[src/design/bht_pkg.sv]
// ============================================================================
// bht_pkg
// Shared widths, codes and interface types of the bucketed hash table.
// ============================================================================
package bht_pkg;

   // Default table geometry.
   localparam int DEF_BUCKETS = 16;
   localparam int DEF_SLOTS   = 16;

   // Fixed field widths.
   localparam int KEY_W     = 31;
   localparam int ACT_W     = 2;
   localparam int STAT_W    = 2;
   localparam int MOD_W     = 5;
   localparam int BKT_OUT_W = 4;

   // Configuration port.
   localparam int CSR_AW   = 3;
   localparam int CSR_DW   = 32;
   localparam logic [0:0] REG_BUCKET_COUNT = 1'b0;
   localparam logic [MOD_W-1:0] BUCKET_COUNT_RESET = 5'd16;

   // Operation codes; any other code behaves as a search.
   localparam logic [ACT_W-1:0] ACT_INSERT = 2'd0;
   localparam logic [ACT_W-1:0] ACT_REMOVE = 2'd1;

   // Result status codes.
   localparam logic [STAT_W-1:0] ST_OK     = 2'd0;
   localparam logic [STAT_W-1:0] ST_ABSENT = 2'd1;
   localparam logic [STAT_W-1:0] ST_FULL   = 2'd2;

   // Request to the remainder unit.
   typedef struct packed {
      logic             start;
      logic [KEY_W-1:0] key;
      logic [MOD_W-1:0] modulus;
   } mod_req_type;

   // Answer from the remainder unit.
   typedef struct packed {
      logic             done;
      logic [MOD_W-1:0] rem;
   } mod_rsp_type;

endpackage

[src/design/bht_mod.sv]
// ============================================================================
// bht_mod
// Bit-serial remainder unit: key modulo bucket count, one key bit per cycle.
// ============================================================================
module bht_mod import bht_pkg::*; (
   input  logic        clock,
   input  logic        reset,
   input  mod_req_type req,
   output mod_rsp_type rsp
);

   localparam int CNT_W = $clog2(KEY_W);

   logic             active_ff, active_in;
   logic             done_ff, done_in;
   logic [CNT_W-1:0] cnt_ff, cnt_in;
   logic [MOD_W-1:0] rem_ff, rem_in;
   logic [MOD_W-1:0] m_ff, m_in;
   logic [KEY_W-1:0] key_ff, key_in;
   logic [MOD_W:0]   trial;

   assign trial = {rem_ff, key_ff[KEY_W-1]};

   always_comb begin
      active_in = active_ff;
      done_in   = 1'b0;
      cnt_in    = cnt_ff;
      rem_in    = rem_ff;
      m_in      = m_ff;
      key_in    = key_ff;
      if (req.start) begin
         active_in = 1'b1;
         cnt_in    = '0;
         rem_in    = '0;
         m_in      = req.modulus;
         key_in    = req.key;
      end else if (active_ff) begin
         // Restoring step: the partial remainder stays below the modulus.
         if (trial >= {1'b0, m_ff}) begin
            rem_in = MOD_W'(trial - {1'b0, m_ff});
         end else begin
            rem_in = trial[MOD_W-1:0];
         end
         key_in = {key_ff[KEY_W-2:0], 1'b0};
         cnt_in = cnt_ff + 1'b1;
         if (cnt_ff == CNT_W'(KEY_W - 1)) begin
            active_in = 1'b0;
            done_in   = 1'b1;
         end
      end
   end

   always_ff @(posedge clock) begin
      if (reset) begin
         active_ff <= 1'b0;
         done_ff   <= 1'b0;
      end else begin
         active_ff <= active_in;
         done_ff   <= done_in;
      end
   end

   always_ff @(posedge clock) begin
      cnt_ff <= cnt_in;
      rem_ff <= rem_in;
      m_ff   <= m_in;
      key_ff <= key_in;
   end

   assign rsp.done = done_ff;
   assign rsp.rem  = rem_ff;

endmodule

[config.mk]
export PLATFORM = sky130hd
export DESIGN_NAME = bht_mod
export DESIGN_NICKNAME = d
export VERILOG_FILES = /design/src/design/bht_pkg.sv /design/src/design/bht_mod.sv
export SDC_FILE = /design/constraint.sdc
export NUM_CORES = 1
export LEC_CHECK = 0
export BUFFER_PORTS_ARGS = -buffer_cell sky130_fd_sc_hd__buf_2
export CAP_MARGIN = 10
export CORE_MARGIN = 2
export CORE_UTILIZATION = 49
export CTS_CLUSTER_SIZE = 25
export DETAILED_ROUTE_END_ITERATION = 10
export PLACE_DENSITY = 0.72
export SETUP_SLACK_MARGIN = 0.02
export SLEW_MARGIN = 40
export SYNTH_ARGS = -nofsm -noshare
export SYNTH_HDL_FRONTEND = slang
export SYNTH_SLANG_ARGS = --single-unit
[constraint.sdc]
create_clock -name clock -period 2.1 [get_ports clock]
set_clock_uncertainty 0.1 [all_clocks]
set_input_delay 0.21 -clock clock [delete_from_list [all_inputs] [get_ports clock]]
set_output_delay 0.21 -clock clock [all_outputs]
set_load 0.02 [all_outputs]
==> reports/qor.yml, run 1 <==
place:
  dp_slack_ns: -0.0745
  dpl.cell_count: 246
  dp_hpwl_um: 2780
  gp_congestion: 0.857
  port_buffers: 44
pwr:
  p_leak_nw: 1.07
  switchingPower_uw: 484
  clkPwrFrac: 0.254
  switching_share: 0.239
  total_power_mw: 2.02
  peakVddDrop_mv: 0.377
  p_per_area_mw_per_mm2: 757
  p_seq_frac: 0.570
  p_int_mw: 1.54
  share_comb_of_total_power: 0.176
grt:
  grt_util_met2: 0.268
  grt_overflow: 0
  use_met3: 0.0499
  grt_max_degree: 29
  groute.usage.overall: 0.157
  grt_pass1_vias: 1342
  met1_usage: 0.188
  antenna_found_initial: 0
  grt_pass1_wl_um: 6090
  gr-max-usage-layer: "met2"
flow_run:
  cap_violations: 0
sta:
  max_freq_ghz: 0.503
  fin_ws_ns: 0.110
  finalSetupViolations: 0
  tns_ns: 0
  drv_slew: 0
  hold_violations: 0
  max-slew-margin-rel: 0.701
  period_share: 0.947
  period_minus_slack_ns: 1.99
  rsz0062_at_grt: "no"
  worstMarginPinSlew_ns: 0.448
yosys:
  avgSynthCellArea_um2: 14.4
  ys_seq_area_frac: 0.604
  synth_area_mm2: 0.00219
  syn_inst: 152
  synth_warnings: 0
  synth_fp_nets: 199
  ys_ff_latch: 48
  ys_types: 30
setup_path:
  cp_max_fo: 3
  setup.worst_path.start_class: "flop"
  path_class: "flop to flop"
  cp_cell_sequence: "inv_2, ha_4, inv_1, fa_2, a21oi_4, o221ai_4, mux2_4, a211oi_2"
  max_stage_delay_ns: 0.39
  worstPathArrival_ns: 2.10
  required_ns: 2.21
  cp_slowest_cell: "fa_2"
  end_kind: "flop"
hold_path:
  min_path_type: "input pin to flop"
routing:
  via_per_inst: 5.16
  vias: 1351
  drc_errors: 0
  first_pass_iters: 4
  ant_nets: 0
  drt_wl_total_um: 3920
  drt_iter0_drc: 41
  wire_per_inst_um: 15.0
cts:
  path_clk_slew_ns: 0.08
  cts-root-buf: "clkbuf_8"
  clk_latency_ns: 0.29
  cts_sinks: 48
  htreeDepth: 2
  ctsLongestPathBuffers: 2
  cts_buffers: 5
  tritoncts: "yes"
cells_and_area:
  fillers: 356
  syn_to_final_growth_pct: 22.3
  instances_no_fill: 262
  drive_gt1_frac: 0.462
  finalNetCount: 256
  diodes: 0
floorplan:
  top_level_ports: 45
  die_h_um: 70.8
  initial_core_util: 0.506
  core_mm2: 0.00432
  die_w_um: 70.8
  num_rows: 24
  dieArea_mm2: 0.00501
outcome:
  outcome: "complete, no violations"
[critical path: cells and delay by family, from the launching register on]
kind / cells / cell delay [ns]
muxes: 1 / 0.32
DFF: 1 / 0.38
AOI/OAI and AO/OA: 3 / 0.46
buffers and inverters: 2 / 0.13
adders and majority gates: 2 / 0.51
[path summary, 6_finish.rpt]
check,startpoint,endpoint,slack (ns),cells after the start
worst max register to register,key_ff[30],rem_ff[0],0.11,8
worst min register to register,rem_ff[2],rem_ff[2],0.42,2
worst max-delay path,key_ff[30],rem_ff[0],0.11,8
worst min-delay path,req[5],key_ff[0],0.11,2
[cell usage after synthesis]
cell,number,share of area
mux2_4,1,0.0069
a211oi_2,2,0.011
a21oi_4,1,0.0074
a21oi_1,3,0.0069
nand4_1,3,0.0086
xnor2_1,3,0.012
nor2_1,10,0.017
buf_4,1,0.0034
xor2_1,4,0.016
ha_1,7,0.040
nand2_1,7,0.012
a211oi_1,1,0.0034
clkbuf_1,1,0.0017
mux2i_1,2,0.0092
nand3_2,1,0.0046
nand3b_1,1,0.0034
buf_2,5,0.011
o221ai_4,1,0.012
nor3_1,1,0.0023
nand3_1,1,0.0023
and2_1,1,0.0029
nand2b_1,1,0.0029
mux2_2,30,0.15
o21ai_0,3,0.0069
fa_1,1,0.0092
o2bb2a_1,2,0.0092
nor2b_1,1,0.0029
inv_1,9,0.015
edfxtp_1,36,0.49
dfxtp_1,12,0.11
[per-layer routing]
layer	vias to the layer above	wire length (µm)
li1	665	-
met3	8	191
met4	0	68
met2	38	2050
met5	-	0
met1	640	1610
[flip-flops by register name, indices dropped and copies added (netlist names)]
name       cells
key_ff        31
rem_ff         5
done_ff        1
cnt_ff         5
active_ff      1
m_ff           5
[layout make-up]
type,count,area (µm²),share of cell area
Inverter,9,33.8,0.0126
Clock inverter,2,11.3,0.00421
Sequential cell,48,1320,0.494
Timing Repair Buffer,57,349,0.130
Clock buffer,6,72.6,0.0271
Tap cell,52,65.1,0.0243
Multi-Input combinational cell,88,822,0.307
[through the flow]
stage                     hold WS (ns)   util  area (µm²)
after floorplan                  0.182      -        2190
after global placement           0.287  0.575        2490
after detailed placement         0.288  0.575        2490
after CTS                        0.109  0.610        2640
after global routing            0.0951  0.619        2680
final                            0.114  0.619        2680
[what timing repair did]
action,4_1_cts,5_1_grt
hold buffers,6,0
pin swaps,0,4
setup endpoints to repair,5,5
setup buffers,0,2
resized for setup,2,5
endpoints found under the hold margin,6,0
[power by group through the flow]
stage | clock (mW) | combinational (mW) | sequential [mW]
after global routing | 0.577 | 0.387 | 1.16
after CTS | 0.530 | 0.335 | 1.16
after global placement | 0 | 0.302 | 1.17
after floorplan | 0 | 0.212 | 1.17
final | 0.513 | 0.356 | 1.15
after detailed placement | 0 | 0.320 | 1.18
[cells by family (layout without fill, tap and decap cells)]
group,after synthesis,after routing,share of synthesized area
compound gates,13,13,0.0572
buf+inv,16,74,0.0320
flops,48,48,0.604
simple gates,27,27,0.0589
fa+ha+maj,8,8,0.0492
mux,33,33,0.170
xor+xnor,7,7,0.0280
[cells in the final DEF, fill, tap and decap left out, types with 2 or more instances in the layout]
cell type and instances:
mux2i_1 2, o21ai_0 3, clkbuf_8 5, edfxtp_1 36, nand2_1 7, buf_4 5, xor2_1 4, buf_2 44
a21oi_4 2, nand4_1 3, inv_1 8, xnor2_1 3, a21oi_1 2, dfxtp_1 12, nor2_1 10, a211oi_2 2
ha_1 6, dlygate4sd3_1 6, mux2_2 30, o2bb2a_1 2
Power figures use the tool's default switching activity.
==> run 2: changes to the inputs <==
clock period = 1.79 ns   (was 2.1 ns; I/O delays follow)
==> run 2 against run 1 <==
The run now ends with negative setup slack left. Final area rose by 4.9%. Utilization rose by 3.0 points. Clock-buffer cell count did not move. Maximum frequency rose by 2.5%. First-iteration DRC count rose by 63%. Critical endpoint unchanged.
==> reports/qor.yml, run 2 (synthesis gave the netlist of run 1 again) <==
outcome:
  outcome: "finished, violations left"
  violations: "negative setup slack"
pwr:
  share_comb_of_total_power: 0.176  # about the same
  switchingPower_uw: 602  # +24%
  p_per_area_mw_per_mm2: 934  # +23%
  p_leak_nw: 1.14  # +6.5%
  peakVddDrop_mv: 0.650  # +73%
  p_seq_frac: 0.517  # -0.053
  clkPwrFrac: 0.307  # +0.053
  switching_share: 0.230  # -0.00926
  p_int_mw: 2.02  # +31%
place:
  placed_area_mm2: 0.00255  # +2.5%
  dp_hpwl_um: 2870  # +3.1%
  port_buffers: 44  # unchanged
  gp_congestion: 0.807  # -5.8%
  dp_slack_ns: -0.201  # -0.127 ns
cts:
  clk_latency_ns: 0.30  # about the same
  htreeDepth: 2  # unchanged
  cts-root-buf: "clkbuf_8"
  tritoncts: "yes"
  path_clk_slew_ns: 0.09  # about the same
  cts_buffers: 5  # unchanged
  cts_sinks: 48  # unchanged
  ctsLongestPathBuffers: 2  # unchanged
routing:
  wire_per_inst_um: 15.1  # +0.98%
  first_pass_iters: 4  # unchanged
  vias: 1394  # +3.2%
  drt_iter0_drc: 67  # +63%
  drc_errors: 0  # unchanged
  ant_nets: 0  # unchanged
  drt_wl_total_um: 4030  # +2.9%
  via_per_inst: 5.22  # +1.3%
floorplan:
  core_mm2: 0.00432  # unchanged
  die_h_um: 70.8  # unchanged
  dieArea_mm2: 0.00501  # unchanged
  die_w_um: 70.8  # unchanged
  num_rows: 24  # unchanged
  top_level_ports: 45  # unchanged
  initial_core_util: 0.506  # unchanged
flow_run:
  cap_violations: 0  # unchanged
sta:
  period_minus_slack_ns: 1.94  # -0.0476 ns
  period_share: 1.08  # +0.137
  max-slew-margin-rel: 0.774  # +0.0731
  worstMarginPinSlew_ns: 0.337  # -0.111 ns
  rsz0062_at_grt: "yes"
  max_freq_ghz: 0.515  # +2.5%
  hold_violations: 0  # unchanged
  finalSetupViolations: 5  # +5
  drv_slew: 0  # unchanged
  fin_ws_ns: -0.152  # -0.262 ns
cells_and_area:
  stdcell_area_mm2: 0.00281  # +4.9%
  final_cell_mix: "buf_2, edfxtp_1, mux2_2, dfxtp_1, nor2_1"
  diodes: 0  # unchanged
  multi_input_area_um2: 853  # +3.8%
  fillers: 338  # -5.1%
  syn_to_final_growth_pct: 28.3
  regMostFlops: "key_ff"
  finalNetCount: 261  # +2.0%
  layout_commonest_cell: "buf_2"
  drive_gt1_frac: 0.516  # +0.0544
  register_area_mm2: 0.00132  # unchanged
  largest_reg_flops: 31  # unchanged
setup_path:
  path_class: "flop to flop"
  critPathMostFrequentCell: "inv_2"
  end_kind: "flop"
  cp_max_fo: 2  # -1
  r2r-start: "key_ff[30]"
  cp_cell_sequence: "inv_2, ha_4, inv_2, fa_2, a21oi_2, o221ai_4, mux2_4, a211oi_2"
  worstPathArrival_ns: 2.06  # -0.04 ns
  required_ns: 1.91  # -0.30 ns
  setup.worst_path.start_class: "flop"
  max_stage_delay_ns: 0.38  # about the same
  cp_slowest_cell: "edfxtp_1"
  crit_path_start: "key_ff[30]"
grt:
  grt_pass1_vias: 1496  # +11%
  antenna_found_initial: 0  # unchanged
  grt_pass1_wl_um: 6760  # +11%
  grt_overflow: 0  # unchanged
  groute.usage.overall: 0.173  # +0.0163
  grt_max_degree: 31  # +6.9%
hold_path:
  min_from: "req[5]"
  min_path_type: "input pin to flop"
==> run 2: cell types whose count changed in the layout (fill, tap and decap cells not counted), sizes merged <==
cell	delta
buf	+5
bufinv	+1
clkinvlp	-1
==> run 2: through the flow <==
step	power (mW)	utilization	cells	TNS, ns	hold WS [ns]
finish	2.62	0.649	267	-0.423	0.0783
global route	2.75	0.649	267	-0.781	0.0671
CTS	2.62	0.641	266	-0.485	0.0676
detailed placement	1.78	0.589	250	-0.803	0.258
global placement	1.76	0.589	250	-0.450	0.259
floorplan	1.63	-	152	-0.147	0.151
==> run 2: power groups by stage <==
stage	sequential, mW	combinational [mW]	clock [mW]
final	1.36	0.461	0.804
after CTS	1.36	0.439	0.826
after global placement	1.37	0.386	0
after floorplan	1.38	0.254	0
after global routing	1.37	0.502	0.881
after detailed placement	1.38	0.405	0
==> run 2: final cells by class <==
class / count / area share
multi-input combinational: 88 / 0.304
inverter: 9 / 0.0120
sequential: 48 / 0.471
timing repair buffer: 62 / 0.147
clock inverter: 2 / 0.0138
tap: 52 / 0.0232
clock buffer: 6 / 0.0294
==> run 2: per-layer routing <==
| layer | global-route usage | vias up | wire length, µm | part of all wire |
|---|---|---|---|---|
| li1 | - | 682 | - | - |
| met1 | 0.205 | 670 | 1680 | 0.42 |
| met2 | 0.304 | 33 | 2120 | 0.53 |
| met3 | 0.0470 | 9 | 166 | 0.041 |
| met4 | 0.0566 | 0 | 65 | 0.016 |
| met5 | 0 | - | 0 | 0 |
==> run 2: path summary, 6_finish.rpt <==
check	end	slack (ns)	depth (start not counted)
max reg2reg	rem_ff[0]	-0.15	8
min reg2reg	cnt_ff[4]	0.43	2
min	key_ff[0]	0.08	2
max	rem_ff[0]	-0.15	8
==> run 2: critical path, delay by kind of cell (launching register included) <==
family / cells / cell delay, ns
fa+ha+maj: 2 / 0.47
compound gates: 3 / 0.47
flops: 1 / 0.38
mux: 1 / 0.32
buf+inv: 2 / 0.12
==> run 2: timing repair <==
item / CTS / global route
buffers inserted: 2 / 1
gates resized for setup: 10 / 6
endpoints found under the setup margin: 5 / 5
hold endpoints to repair: 7 / 0
hold buffers: 6 / 0
pin swaps: 3 / 2
==> run 3: changes to the inputs <==
CORE_UTILIZATION = 51   (was 49)
clock period = 2.05 ns   (was 1.79 ns; I/O delays follow)
==> run 3 against run 2 <==
The run now ends clean. Final area decreased by 5.6%. Sequential share of layout area increased by 2.8 points. Non-clock buffer count decreased by 6. Global-route usage increased by 0.090 points. Utilization increased by 0.41 points. Critical path type unchanged. Largest cell class unchanged.
==> reports/qor.yml, run 3 (synthesis gave the netlist of run 1 again) <==
outcome:
  outcome: "complete, no violations"
cells_and_area:
  final_cell_mix: "buf_2, edfxtp_1, mux2_2, dfxtp_1, nor2_1"
  regMostFlops: "key_ff"
  drive_gt1_frac: 0.464  # -0.0522
  syn_to_final_growth_pct: 21.2
  diodes: 0  # unchanged
  layout_commonest_cell: "buf_2"
  finalNetCount: 255  # -2.3%
  largest_reg_flops: 31  # unchanged
routing:
  wire_per_inst_um: 14.5  # -3.8%
  drc_errors: 0  # unchanged
  drt_iter0_drc: 84  # +25%
  first_pass_iters: 4  # unchanged
  ant_nets: 0  # unchanged
  vias: 1354  # -2.9%
  via_per_inst: 5.23  # +0.13%
  drt_wl_total_um: 3760  # -6.7%
cts:
  cts-root-buf: "clkbuf_8"
  clk_latency_ns: 0.29  # about the same
  ctsLongestPathBuffers: 2  # unchanged
  tritoncts: "yes"
  cts_buffers: 5  # unchanged
  htreeDepth: 2  # unchanged
  cts_sinks: 48  # unchanged
  path_clk_slew_ns: 0.08  # about the same
setup_path:
  setup.worst_path.start_class: "flop"
  path_buf_inv: 2  # unchanged
  required_ns: 2.16  # +0.25 ns
  cp_cell_sequence: "inv_2, ha_4, inv_2, fa_2, a21oi_4, o221ai_4, mux2_4, a211oi_2"
  path_class: "flop to flop"
  critPathTopFamily: "adder cells"
  cp_max_fo: 2  # unchanged
  ff2ff_path_depth: 8  # unchanged
  rrSetupSlack_ns: 0.11  # +0.26 ns
  cp_slowest_cell: "edfxtp_1"
  end_kind: "flop"
  critPathMostFrequentCell: "inv_2"
  max_stage_delay_ns: 0.38  # about the same
  worstPathArrival_ns: 2.06  # about the same
  worstSetupPathDepth: 8  # unchanged
sta:
  rsz0062_at_grt: "no"
  period_share: 0.948  # -0.137
  max-slew-margin-rel: 0.718  # -0.0565
  hold_violations: 0  # unchanged
  drv_slew: 0  # unchanged
  max_freq_ghz: 0.514  # -0.10%
  worstMarginPinSlew_ns: 0.423  # +0.0856 ns
  tns_ns: 0  # +0.423 ns
  period_minus_slack_ns: 1.94  # +0.00194 ns
  finalSetupViolations: 0  # -5
grt:
  grt_overflow: 0  # unchanged
  grt_max_degree: 27  # -13%
  antenna_found_initial: 0  # unchanged
  grt_pass1_vias: 1425  # -4.7%
  groute.usage.overall: 0.174  # +0.000903
  grt_pass1_wl_um: 6600  # -2.5%
pwr:
  p_int_mw: 1.57  # -22%
  share_comb_of_total_power: 0.172  # -0.004
  p_leak_nw: 1.06  # -6.7%
  p_seq_frac: 0.576  # +0.059
  switchingPower_uw: 480  # -20%
  total_power_mw: 2.05  # -22%
  switching_share: 0.234  # +0.00388
  clkPwrFrac: 0.252  # -0.055
  peakVddDrop_mv: 0.446  # -31%
  p_per_area_mw_per_mm2: 775  # -17%
hold_path:
  min_path_type: "input pin to flop"
  worstHoldPathCells: 2  # unchanged
floorplan:
  dieArea_mm2: 0.00483  # -3.7%
  top_level_ports: 45  # unchanged
  core_mm2: 0.00406  # -6.2%
  die_h_um: 69.5  # -1.9%
  initial_core_util: 0.539  # +0.0332
  num_rows: 23  # -4.2%
  die_w_um: 69.5  # -1.9%
flow_run:
  cap_violations: 0  # unchanged
place:
  dp_hpwl_um: 2690  # -6.1%
  gp_congestion: 0.799  # -0.97%
  port_buffers: 44  # unchanged
run 3: layer usage:
metal,GRT usage,routed length [µm],vias up
met5,0,0,-
met4,0.0566,24,0
met3,0.0581,205,2
met2,0.284,1980,34
met1,0.218,1550,655
li1,-,-,663
run 3: through the flow:
step                area (µm²)  hold WS (ns)   util  cells  worst slack, ns
finish                    2650         0.113  0.653    259            0.106
global route              2650        0.0892  0.653    259           0.0294
global placement          2470         0.286  0.610    244           0.0369
floorplan                 2190         0.177      -    152           0.0310
CTS                       2630        0.0983  0.649    259           0.0259
detailed placement        2470         0.284  0.610    244          -0.0419
run 3: worst register-to-register path, stage by stage, from the launching register on:
cell	delay, ns
edfxtp_1	0.38
inv_2	0.08
ha_4	0.13
inv_2	0.03
fa_2	0.36
a21oi_4	0.15
o221ai_4	0.13
mux2_4	0.32
a211oi_2	0.20
run 3: worst paths after layout:
check | to | startpoint
setup / recovery | rem_ff[0] | key_ff[30]
hold / removal | key_ff[9] | req[14]
setup reg to reg | rem_ff[0] | key_ff[30]
hold reg to reg | done_ff | cnt_ff[4]
run 3: what timing repair did:
| item | 4_1_cts | 5_1_grt |
|---|---|---|
| pin swaps | 2 | 2 |
| gates cloned | 0 | 0 |
| hold buffers | 6 | 0 |
| gates resized for setup | 3 | 5 |
| endpoints found under the hold margin | 7 | 0 |
| endpoints found under the setup margin | 5 | 5 |
| setup buffers | 1 | 0 |
run 3: power groups by stage:
stage	Clock (mW)	Combinational, mW	Sequential [mW]
CTS	0.547	0.341	1.18
finish	0.518	0.353	1.18
global placement	0	0.310	1.20
floorplan	0	0.220	1.20
detailed placement	0	0.322	1.20
global route	0.596	0.389	1.19
run 3: cell type report:
class,instances,area (µm²)
Clock buffer,7,76.3
Clock inverter,1,5.00
Fill cell,320,1410
Inverter,9,33.8
Multi-Input combinational cell,88,822
Sequential cell,48,1320
Tap cell,50,62.6
Timing Repair Buffer,56,329
